<file path="config.mk">
export PLATFORM = sky130hd
export DESIGN_NAME = occupancy_grid_free_run
export DESIGN_NICKNAME = d
export VERILOG_FILES = /design/src/occgrid_pkg.sv /design/src/occupancy_grid_free_run.sv
export SDC_FILE = /design/constraint.sdc
export NUM_CORES = 1
export LEC_CHECK = 0
export BUFFER_PORTS_ARGS = -buffer_cell sky130_fd_sc_hd__buf_2
export CORE_UTILIZATION = 35
export CTS_CLUSTER_DIAMETER = 120
export DETAILED_ROUTE_END_ITERATION = 8
export GPL_TIMING_DRIVEN = 0
export PLACE_DENSITY = 0.51
export SLEW_MARGIN = 20
export SYNTH_ARGS = -nofsm -noshare
export SYNTH_HDL_FRONTEND = slang
export SYNTH_SLANG_ARGS = --single-unit
</file>
<file path="constraint.sdc">
create_clock -name clk -period 4.4 [get_ports clk]
set_input_delay 1.1 -clock clk [delete_from_list [all_inputs] [get_ports clk]]
set_output_delay 1.1 -clock clk [all_outputs]
set_load 0.03 [all_outputs]
</file>
<file path="src/occgrid_pkg.sv">
// Shared codes and field widths for the occupancy grid block.
// Depends on nothing; imported by occupancy_grid_free_run.
package occgrid_pkg;

  localparam int CMD_W     = 2;
  localparam int POS_W     = 3;
  localparam int LEN_W     = 4;
  localparam int DIR_W     = 2;
  localparam int FREE_W    = 3;
  localparam int SIZE_W    = 4;
  localparam int CFG_IDX_W = 2;
  // Holds a run coordinate: start (up to 7) plus length (up to 15).
  localparam int COORD_W   = 5;

  localparam logic [CMD_W-1:0] CMD_CLEAR = 2'd0;
  localparam logic [CMD_W-1:0] CMD_MARK  = 2'd1;
  localparam logic [CMD_W-1:0] CMD_FREE  = 2'd2;
  localparam logic [CMD_W-1:0] CMD_QUERY = 2'd3;

  localparam logic [DIR_W-1:0] DIR_LEFT  = 2'd0;
  localparam logic [DIR_W-1:0] DIR_RIGHT = 2'd1;
  localparam logic [DIR_W-1:0] DIR_DOWN  = 2'd2;
  localparam logic [DIR_W-1:0] DIR_UP    = 2'd3;

  localparam logic [CFG_IDX_W-1:0] REG_COLS = 2'd0;
  localparam logic [CFG_IDX_W-1:0] REG_ROWS = 2'd1;

  localparam logic [SIZE_W-1:0] SIZE_RESET = 4'd6;
  localparam logic [FREE_W-1:0] FREE_MAX   = 3'd7;

endpackage

</file>
<file path="src/occupancy_grid_free_run.sv">
// Occupancy grid top level: grid flip-flops, one cell walker and its sequencer.
// Depends on occgrid_pkg for field widths, command, direction and register codes.
//
// Usage:
//   Input channel (in_valid / in_stall) carries one command: clear the grid,
//   mark or free a run of cells, or query free cells in a direction. A transfer
//   happens when in_valid is high and in_stall is low.
//   Output channel (out_valid / out_stall) returns one free_space per command,
//   zero for anything but a query, in command order.
//   Config port: cfg_we with cfg_index 0 (columns) or 1 (rows) and cfg_data.
//   A size write clears cells outside the new size in the following cycle.
// Timing:
//   A command steps one cell per cycle through the shared walker. The result
//   is loaded once the walk ends: at once for a clear, after its in-range
//   length for a run, after the free cells that it finds for a query.
//   in_stall is high from the transfer until the result is loaded.
// Reset clears every cell, sets both sizes to 6 and empties the output.
// While the receiver stalls, the result waits in the output register; the
// block takes the next command and holds its finished result until the
// output register frees.
module occupancy_grid_free_run #(
  parameter int GRID_MAX = 8
) (
  input  logic                                   clk,
  input  logic                                   rst,
  input  logic                                   in_valid,
  output logic                                   in_stall,
  input  logic [occgrid_pkg::CMD_W-1:0]          cmd,
  input  logic [occgrid_pkg::POS_W-1:0]          pos_x,
  input  logic [occgrid_pkg::POS_W-1:0]          pos_y,
  input  logic                                   vertical,
  input  logic [occgrid_pkg::LEN_W-1:0]          run_length,
  input  logic [occgrid_pkg::DIR_W-1:0]          direction,
  output logic                                   out_valid,
  input  logic                                   out_stall,
  output logic [occgrid_pkg::FREE_W-1:0]         free_space,
  input  logic                                   cfg_we,
  input  logic [occgrid_pkg::CFG_IDX_W-1:0]      cfg_index,
  input  logic [occgrid_pkg::SIZE_W-1:0]         cfg_data
);
  import occgrid_pkg::*;

  localparam int RW = $clog2(GRID_MAX);

  typedef enum logic [1:0] {ST_IDLE, ST_STEP, ST_HOLD} state_t;

  state_t                 state;
  logic [CMD_W-1:0]       cmd_r;
  logic                   vert_r;
  logic                   dec_r;
  logic [COORD_W-1:0]     pos;
  logic [COORD_W-1:0]     fix;
  logic [LEN_W-1:0]       remain;
  logic [FREE_W-1:0]      count;
  logic                   skip;
  logic [SIZE_W-1:0]      grid_cols;
  logic [SIZE_W-1:0]      grid_rows;
  logic                   trim_pend;
  logic [GRID_MAX-1:0]    grid [GRID_MAX];

  logic [COORD_W-1:0]     lim_cols;
  logic [COORD_W-1:0]     lim_rows;
  logic [COORD_W-1:0]     walk_lim;
  logic [COORD_W-1:0]     probe;
  logic [COORD_W-1:0]     cell_x;
  logic [COORD_W-1:0]     cell_y;
  logic [GRID_MAX-1:0]    row_rd;
  logic                   cell_in;
  logic                   cell_occ;
  logic                   walk_end;
  logic                   done;
  logic                   is_run;
  logic                   write_en;
  logic                   out_free;
  logic                   accept;
  logic                   load;

  logic                   in_axis;
  logic [COORD_W-1:0]     in_walk;
  logic [COORD_W-1:0]     in_fix;
  logic                   in_dec;
  logic                   in_query;

  assign lim_cols = (COORD_W'(grid_cols) > COORD_W'(GRID_MAX)) ? COORD_W'(GRID_MAX)
                                                                : COORD_W'(grid_cols);
  assign lim_rows = (COORD_W'(grid_rows) > COORD_W'(GRID_MAX)) ? COORD_W'(GRID_MAX)
                                                                : COORD_W'(grid_rows);

  // Shared walker: one cell address, one bounds compare, one grid read per cycle
  assign walk_lim = vert_r ? lim_rows : lim_cols;
  assign probe    = dec_r ? pos - COORD_W'(1) : pos;
  assign walk_end = dec_r ? (pos == '0) : (pos >= walk_lim);
  assign cell_x   = vert_r ? fix : probe;
  assign cell_y   = vert_r ? probe : fix;
  assign cell_in  = (cell_x < lim_cols) && (cell_y < lim_rows);
  assign row_rd   = grid[cell_y[RW-1:0]];
  assign cell_occ = cell_in && row_rd[cell_x[RW-1:0]];
  assign is_run   = (cmd_r == CMD_MARK) || (cmd_r == CMD_FREE);

  always_comb begin
    case (cmd_r)
      CMD_CLEAR: done = 1'b1;
      CMD_QUERY: done = skip || walk_end || cell_occ;
      default:   done = skip || walk_end || (remain == '0);
    endcase
  end

  assign write_en = (state == ST_STEP) && !done && is_run && cell_in;
  assign out_free = !out_valid || !out_stall;
  assign in_stall = (state != ST_IDLE);
  assign accept   = in_valid && !in_stall;
  assign load     = out_free && (((state == ST_STEP) && done) || (state == ST_HOLD));

  // Decode a new command into walker start values
  assign in_query = (cmd == CMD_QUERY);
  assign in_axis  = in_query ? direction[1] : vertical;
  assign in_dec   = in_query && !direction[0];
  assign in_walk  = in_axis ? COORD_W'(pos_y) : COORD_W'(pos_x);
  assign in_fix   = in_axis ? COORD_W'(pos_x) : COORD_W'(pos_y);

  always_ff @(posedge clk) begin
    if (rst) begin
      state      <= ST_IDLE;
      out_valid  <= 1'b0;
      grid_cols  <= SIZE_RESET;
      grid_rows  <= SIZE_RESET;
      trim_pend  <= 1'b0;
    end else begin
      trim_pend <= cfg_we && ((cfg_index == REG_COLS) || (cfg_index == REG_ROWS));
      if (cfg_we) begin
        if (cfg_index == REG_COLS) begin
          grid_cols <= cfg_data;
        end else if (cfg_index == REG_ROWS) begin
          grid_rows <= cfg_data;
        end
      end

      if (out_valid && !out_stall && !load) begin
        out_valid <= 1'b0;
      end

      case (state)
        ST_IDLE: begin
          if (accept) begin
            cmd_r  <= cmd;
            vert_r <= in_axis;
            dec_r  <= in_dec;
            fix    <= in_fix;
            remain <= run_length;
            count  <= '0;
            pos    <= (in_query && direction[0]) ? in_walk + COORD_W'(1) : in_walk;
            if (in_query) begin
              skip <= (COORD_W'(pos_x) >= lim_cols) || (COORD_W'(pos_y) >= lim_rows);
            end else begin
              skip <= in_fix >= (in_axis ? lim_cols : lim_rows);
            end
            state <= ST_STEP;
          end
        end
        ST_STEP: begin
          if (done) begin
            if (out_free) begin
              free_space <= count;
              out_valid  <= 1'b1;
              state      <= ST_IDLE;
            end else begin
              state <= ST_HOLD;
            end
          end else begin
            pos    <= dec_r ? pos - COORD_W'(1) : pos + COORD_W'(1);
            remain <= remain - LEN_W'(1);
            if (cmd_r == CMD_QUERY && count != FREE_MAX) begin
              count <= count + FREE_W'(1);
            end
          end
        end
        ST_HOLD: begin
          if (out_free) begin
            free_space <= count;
            out_valid  <= 1'b1;
            state      <= ST_IDLE;
          end
        end
        default: state <= ST_IDLE;
      endcase
    end
  end

  // Grid cells: cleared at reset and by a clear command, trimmed after a resize, written by the walker
  always_ff @(posedge clk) begin
    if (rst) begin
      for (int r = 0; r < GRID_MAX; r++) begin
        grid[r] <= '0;
      end
    end else begin
      if (trim_pend) begin
        for (int r = 0; r < GRID_MAX; r++) begin
          for (int c = 0; c < GRID_MAX; c++) begin
            if (COORD_W'(r) >= lim_rows || COORD_W'(c) >= lim_cols) begin
              grid[r][c] <= 1'b0;
            end
          end
        end
      end
      if (state == ST_STEP && cmd_r == CMD_CLEAR) begin
        for (int r = 0; r < GRID_MAX; r++) begin
          grid[r] <= '0;
        end
      end
      if (write_en) begin
        grid[cell_y[RW-1:0]][cell_x[RW-1:0]] <= (cmd_r == CMD_MARK);
      end
    end
  end

`ifndef ASSERT_OFF
  a_accept_starts_walk: assert property (@(posedge clk) disable iff (rst)
    accept |=> state == ST_STEP)
    else $error("accepted command did not start the walker");

  a_result_from_walker: assert property (@(posedge clk) disable iff (rst)
    $rose(out_valid) |-> ($past(state) == ST_STEP || $past(state) == ST_HOLD))
    else $error("result appeared without a finished command");

  a_hold_has_pending: assert property (@(posedge clk) disable iff (rst)
    state == ST_HOLD |-> out_valid)
    else $error("holding a result with an empty output register");

  a_query_only_count: assert property (@(posedge clk) disable iff (rst)
    (state == ST_STEP && cmd_r != CMD_QUERY) |-> count == '0)
    else $error("free count moved for a non-query command");
`endif

endmodule

</file>
==> key figures, run 1 <==
Timing
  – Fin crit period: 4190 ps
  – Fin. max-slew vios: 0
  – Relative slew slack: 0.144
  – Tightest Pin Transition: 1280 ps
  – Skew final: 10.7 ps
  – Fmax: 238 MHz
  – Final Hold Fails: 0
  – Fin crit share: 0.953
  – Setup violators final: 0

Clocking
  – Clock Latency Late Sink: around 360 ps
  – TritonCTS Buffers: 9
  – CTS Root Cell: clkbuf_16
  – Clock Path Buffers: 2
  – CTS Hold Bufs: 0
  – Max H-tree Level: 3
  – CTS tree: built
  – CTS clock-pin slew for the worst setup and hold paths: 70 ps
  – Clock sinks: a little under 100

Power and ir drop
  – Switching share of power: 0.291
  – Clk pwr share: 0.323
  – Peak supply drop: between 0.2 and 0.25 mV
  – Seq pwr share: 0.482
  – Switching Power: about 670 uW
  – P_leak: roughly 0.0027 uW
  – Part of the power in combinational logic: 0.195
  – Power density over the cells: 322 mW/mm^2
  – Total power: 2290 uW
  – Pint: roughly 1600 uW

Yosys
  – Ys flop type: edfxtp_1
  – Most frequent cell after synthesis: nor2_1
  – Seq/Total Area, Yosys: 0.450
  – Post-synth top area share: 0.412
  – Synth top cells by count: nor2_1 (144), edfxtp_1 (87), o21ai_0 (60)
  – Synthesized Nets: slightly above 700
  – Syn Area/Cell: between 9 and 10 um^2
  – Post-synthesis cell type count: 68
  – Post-synth EDFFs: 87
  – Synth area leaders: edfxtp_1 (41%), nor2_1 (8.5%), ha_1 (6.7%), o21ai_0 (4.7%), dfxtp_1 (3.8%)
  – Yosys warnings: 0
  – Ys async rst share: 0
  – FF+latch count, synth: a little under 100
  – Mapped Area: ~0.0063 mm^2
  – Syn Inst Count: between 600 and 700
  – Area leader, netlist: edfxtp_1

Setup path
  – R2r worst-path depth: 17
  – Crit path DAT: roughly 4300 ps
  – Max FO, Critical Path: 10
  – Nature of the critical path endpoint: flip-flop
  – Required @ worst endpoint: 4460 ps
  – Crit Path Category: reg -> reg
  – R2r setup slk: roughly 210 ps
  – Worst setup SP type: flip-flop

Placed design
  – Placer Congestion: about 0.88
  – Placed Instance Area: slightly below 0.007 mm^2
  – Post-DP HPWL: 13,700 um
  – Port Buf Inserts: 29

Routing
  – TritonRoute pass-1 iters: 8
  – ANT nets after route: 0
  – Final wirelength: approximately 19,000 um
  – DRC violation count after routing: 0
  – Initial DRC Count: 443
  – DR vias: approximately 5,300
  – Via density: around 5.7
  – Routed len/inst: slightly above 20 um

Cells and area
  – Footprint of the multi-input gates: around 0.0033 mm^2
  – Area grow syn2layout: 12.1%
  – # diodes: 0
  – Post-route cell area: roughly 0.0071 mm^2
  – Share of cells above drive strength 1: 0.148
  – Fill cell count: 1,696
  – Storage element area: around 0.0029 mm^2
  – Nets: between 700 and 800

Floorplan
  – Die area: approximately 0.019 mm^2
  – FP Rows: 48
  – Ports: 31
  – Vert. Die Dim: around 140 um
  – Core area: approximately 0.017 mm^2
  – Initial Utilization: 0.363
  – Die W: ~140 um

Hold path
  – Worst hold path class: reg -> reg
  – Cell count of the worst hold path: 0

GRT
  – Total GRT Usage: 0.215
  – Grt ovf: 0
  – Largest net degree at the start of global routing: 16
  – Global-route wire length before repair: 28,800 um
  – Vias in the first global route: around 5,000
  – Initial antenna violation count: 0

Outcome
  – Status: finished, final reports clean

Run
  – Max_cap viols: 0
power by group through the flow:
| stage | sequential, uW | clock (uW) | combinational, uW |
|---|---|---|---|
| 2_1_floorplan | 1120 | 0 | 299 |
| 3_3_place_gp | 1120 | 0 | 428 |
| 3_5_place_dp | 1120 | 0 | 434 |
| 4_1_cts | 1100 | 748 | 436 |
| 5_1_grt | 1110 | 789 | 488 |
| 6_report | 1100 | 739 | 447 |
flip-flops by register name, indices dropped and copies added (netlist names):
signal      flops
fix             3
grid_cols       4
cmd_r           2
dec_r           1
skip            1
vert_r          1
state           2
free_space      3
out_valid       1
count           3
remain          4
pos             5
grid           64
grid_rows       4
trim_pend       1
worst max-delay path, stage by stage (launching register included):
cell and delay [ps]:
edfxtp_1 440, inv_1 220, ha_1 260, nand3b_1 100, a31o_2 280, inv_2 120
clkbuf_1 380, ha_1 320, o21a_1 100, o21ai_0 150, and3_1 220, nand3_1 190
a2111oi_4 320, buf_4 200, buf_4 120, nand2_2 80, buf_2 220, o21bai_1 170
placed cells by master (no fill, tap or decap), types with 3 or more instances in the layout:
cell / n
dfxtp_1: 12
or3_1: 3
o211ai_1: 6
mux4_2: 7
nand2b_1: 12
a22oi_1: 6
nor2_1: 144
xnor2_1: 6
inv_1: 26
or2_2: 3
edfxtp_1: 87
mux4_1: 5
nand2_2: 5
nand2_1: 42
clkbuf_1: 10
and3_1: 4
clkbuf_16: 9
nand3_1: 15
a21oi_1: 17
o21ai_1: 8
and2_1: 5
nand4_1: 6
mux2_2: 5
ha_1: 34
a31oi_1: 4
o21bai_1: 7
mux2i_1: 19
o21a_1: 4
buf_6: 5
nor2b_1: 9
buf_2: 35
o21ai_0: 59
nor3_1: 14
buf_4: 11
a21o_1: 6
clkinv_1: 4
kinds of logic after synthesis:
logic type,Yosys count,share of synthesized area
fa+ha+maj,34,0.0670
buf+inv,55,0.0416
flops,99,0.450
xor+xnor,8,0.0110
mux,37,0.0867
compound gates,143,0.151
simple gates,275,0.193
per-stage QoR:
| step | hold WS [ps] | setup TNS [ps] | worst slack (ps) | utilization | instances |
|---|---|---|---|---|---|
| detailed placement | 442 | -208 | -69.4 | 0.388 | 905 |
| floorplan | 431 | 0 | 765 | - | 651 |
| global route | 492 | -15.2 | -8.45 | 0.407 | 928 |
| finish | 466 | 0 | 206 | 0.407 | 928 |
| global placement | 461 | 0 | 98.4 | 0.388 | 905 |
| CTS | 459 | 0 | 45.2 | 0.403 | 921 |
worst paths after layout:
path                               start            end
worst max register to register    pos[0]     grid[3][7]
worst max-delay path              pos[0]     grid[3][7]
worst min-delay path            count[1]  free_space[1]
worst min register to register  count[1]  free_space[1]
what timing repair did:
action	4_1_cts	5_1_grt
endpoints found under the hold margin	0	0
endpoints found under the setup margin	3	47
gates resized for setup	1	8
buffers inserted	0	7
pin swaps	0	3
final cells by class:
type                    instances  share of cell area
clock inverters                 6             0.00457
repair buffers                 36              0.0278
multi-input cells             497               0.457
plain buffers                  26              0.0222
inverters                      29              0.0153
well taps                     225              0.0396
flip-flops and latches         99               0.401
clock buffers                  10              0.0322
layer usage:
layer  global-route usage  wire (um)  up-vias
met2                0.327       8290      233
met5                    0          0        -
met1                0.295       8520     2515
li1                     -          -     2455
met3               0.0507       1670       47
met4               0.0796        555        0
No activity file was read; power rests on OpenSTA's default activity.
==> run 2, diff against run 1 <==
Settings changed: PLACE_DENSITY 0.51 to unset.
==> run 2 against run 1 <==
Net effect:
- core utilization down 0.26 points
- setup slack worse by 160 ps
- combinational power about the same
- hold slack worse by 1.5 ps
- critical path depth down 1
- highest routed layer unchanged
- global-route usage down 0.53 points
- maximum frequency down 3.6%
==> key figures, run 2 (synthesized netlist as in run 1, its figures left out) <==
Outcome
  – Status: finished, final reports clean

Cells and area
  – Non-Filler Instances: 922
  – Share of cells above drive strength 1: 0.141
  – Fill cell count: 1,712
  – Max reg flops: 64
  – Regs by FF count: grid: 64 flops, pos: 5 flops
  – Nets: 752
  – Storage element area: ~0.0029 mm^2
  – Area grow syn2layout: 11.4%
  – Post-route cell area: just over 0.007 mm^2
  – Footprint of the multi-input gates: around 0.0032 mm^2
  – Most frequent cells in the layout: nor2_1 (144), edfxtp_1 (87), o21ai_0 (59)
  – Biggest register: grid
  – Commonest non-fill, non-tap cell in the layout: nor2_1
  – # diodes: 0

Clocking
  – CTS Root Cell: clkbuf_16
  – CTS Hold Bufs: 0
  – CTS tree: built
  – Max H-tree Level: 3
  – Clock Path Buffers: 2
  – Clock sinks: 99
  – TritonCTS Buffers: 9
  – Clock Latency Late Sink: ~370 ps
  – CTS clock-pin slew for the worst setup and hold paths: ~70 ps

Routing
  – Final wirelength: between 15,000 and 20,000 um
  – ANT nets after route: 0
  – DRC violation count after routing: 0
  – Via density: 5.67
  – Highest Signal Layer: met4
  – Met2 routed WL: roughly 8600 um
  – Met3 wire length: about 1600 um
  – Met1 WL: 7940 um
  – TritonRoute pass-1 iters: 5
  – Routed len/inst: 20.2 um
  – Initial DRC Count: a little over 500
  – DR vias: 5,232

Floorplan
  – FP Rows: 48
  – Core area: 0.0175 mm^2
  – Initial Utilization: 0.363
  – Die W: 137 um
  – Ports: 31
  – Vert. Die Dim: approximately 140 um
  – Die area: between 0.015 and 0.02 mm^2

Setup path
  – CP top delay family: compound AO/OA/AOI/OAI gates
  – Nature of the critical path endpoint: flip-flop
  – Worst path bufs/invs: 4
  – Reg2reg end: grid[5][4]
  – Worst setup SP type: flip-flop
  – CP max stage delay: roughly 530 ps
  – R2r worst-path depth: 16
  – FF-to-FF Start: pos[0]
  – Required @ worst endpoint: ~4500 ps
  – Crit path max-delay cell type: a2111oi_4
  – Crit Path Category: reg -> reg
  – Max FO, Critical Path: 10
  – CP Cell Sequence: inv_1, ha_1, nand2_1, a31oi_4, inv_2, buf_4, ha_1, a21boi_0, o21a_1, o21ai_0, and3_1, and3_1, a2111oi_4, nand2_1, buf_2, o21ai_1
  – Worst setup path startpoint: pos[0]
  – Crit path DAT: approximately 4400 ps
  – R2r setup slk: ~50 ps

Power and ir drop
  – Peak supply drop: approximately 0.2 mV
  – P_leak: around 0.0027 uW
  – Power density over the cells: around 330 mW/mm^2

Placed design
  – Port Buf Inserts: 29
  – Placed cells: between 900 and 1,000
  – Placed Instance Area: 0.00677 mm^2
  – Dpl ws: -92.6 ps
  – Placer Congestion: 0.942
  – Post-DP HPWL: roughly 13,000 um

Hold path
  – Hold_sp: count[1]
  – Cell count of the worst hold path: 0
  – Destination of the worst hold path: free_space[1]
  – Worst hold path class: reg -> reg

Timing
  – Fmax: 230 MHz
  – Fin crit share: 0.989
  – RSZ-0062 raised after global routing: no
  – Tightest Pin Transition: ~1200 ps
  – Relative slew slack: 0.196
  – Fin. max-slew vios: 0
  – Setup violators final: 0
  – Final worst slack: about 50 ps
  – Final Hold Fails: 0
  – Fin crit period: roughly 4300 ps
  – Skew final: 12.1 ps

GRT
  – Initial antenna violation count: 0
  – Grt ovf: 0
  – Largest net degree at the start of global routing: 17
  – Vias in the first global route: between 5,000 and 6,000
  – Global-route wire length before repair: approximately 29,000 um
  – Total GRT Usage: 0.210

Run
  – Max_cap viols: 0
==> run 2: final cells by class <==
cell class | instances | share of cell area
Sequential cell | 99 | 0.404
Buffer | 25 | 0.0214
Inverter | 29 | 0.0154
Multi-Input combinational cell | 497 | 0.459
Tap cell | 225 | 0.0398
Clock buffer | 9 | 0.0319
Clock inverter | 7 | 0.00584
Timing Repair Buffer | 31 | 0.0227
==> run 2: worst reg2reg max path, delay by kind of cell, from the launching register on <==
| kind | cells | cell delay, ps |
|---|---|---|
| buf+inv | 4 | 700 |
| compound gates | 6 | 1470 |
| flops | 1 | 400 |
| fa+ha+maj | 2 | 610 |
| simple gates | 4 | 860 |
==> run 2: worst max-delay path by stage <==
stage / to / slack [ps] / cells after the start
3_3_place_gp: free_space[2] / 110 / 14
3_5_place_dp: free_space[2] / -90 / 13
4_1_cts: pos[4] / 70 / 12
2_1_floorplan: free_space[0] / 760 / 14
5_1_grt: grid[3][0] / 2 / 13
6_report: grid[5][4] / 50 / 16
==> run 2: per-layer routing <==
metal  vias to the layer above  global-route usage
li1                       2441                   -
met1                      2480               0.279
met2                       269               0.328
met3                        42              0.0381
met4                         0               0.100
met5                         -                   0
==> run 2: what timing repair did <==
action                     4_1_cts  5_1_grt
setup buffers                    0        2
pin swaps                        0        1
hold endpoints to repair         0        0
resized for setup                1        2
setup endpoints to repair        3       27
==> run 2: through the flow <==
| stage | setup TNS (ps) | total power (uW) | hold slack (ps) | util |
|---|---|---|---|---|
| after floorplan | 0 | 1420 | 431 | - |
| after global placement | 0 | 1540 | 448 | 0.388 |
| after detailed placement | -278 | 1550 | 454 | 0.388 |
| after CTS | 0 | 2280 | 470 | 0.403 |
| after global routing | 0 | 2370 | 480 | 0.404 |
| final | 0 | 2300 | 464 | 0.404 |
==> run 2: where the power goes <==
part           switching (uW)  internal (uW)
clock                     369            382
combinational             280            165
sequential               25.4           1080
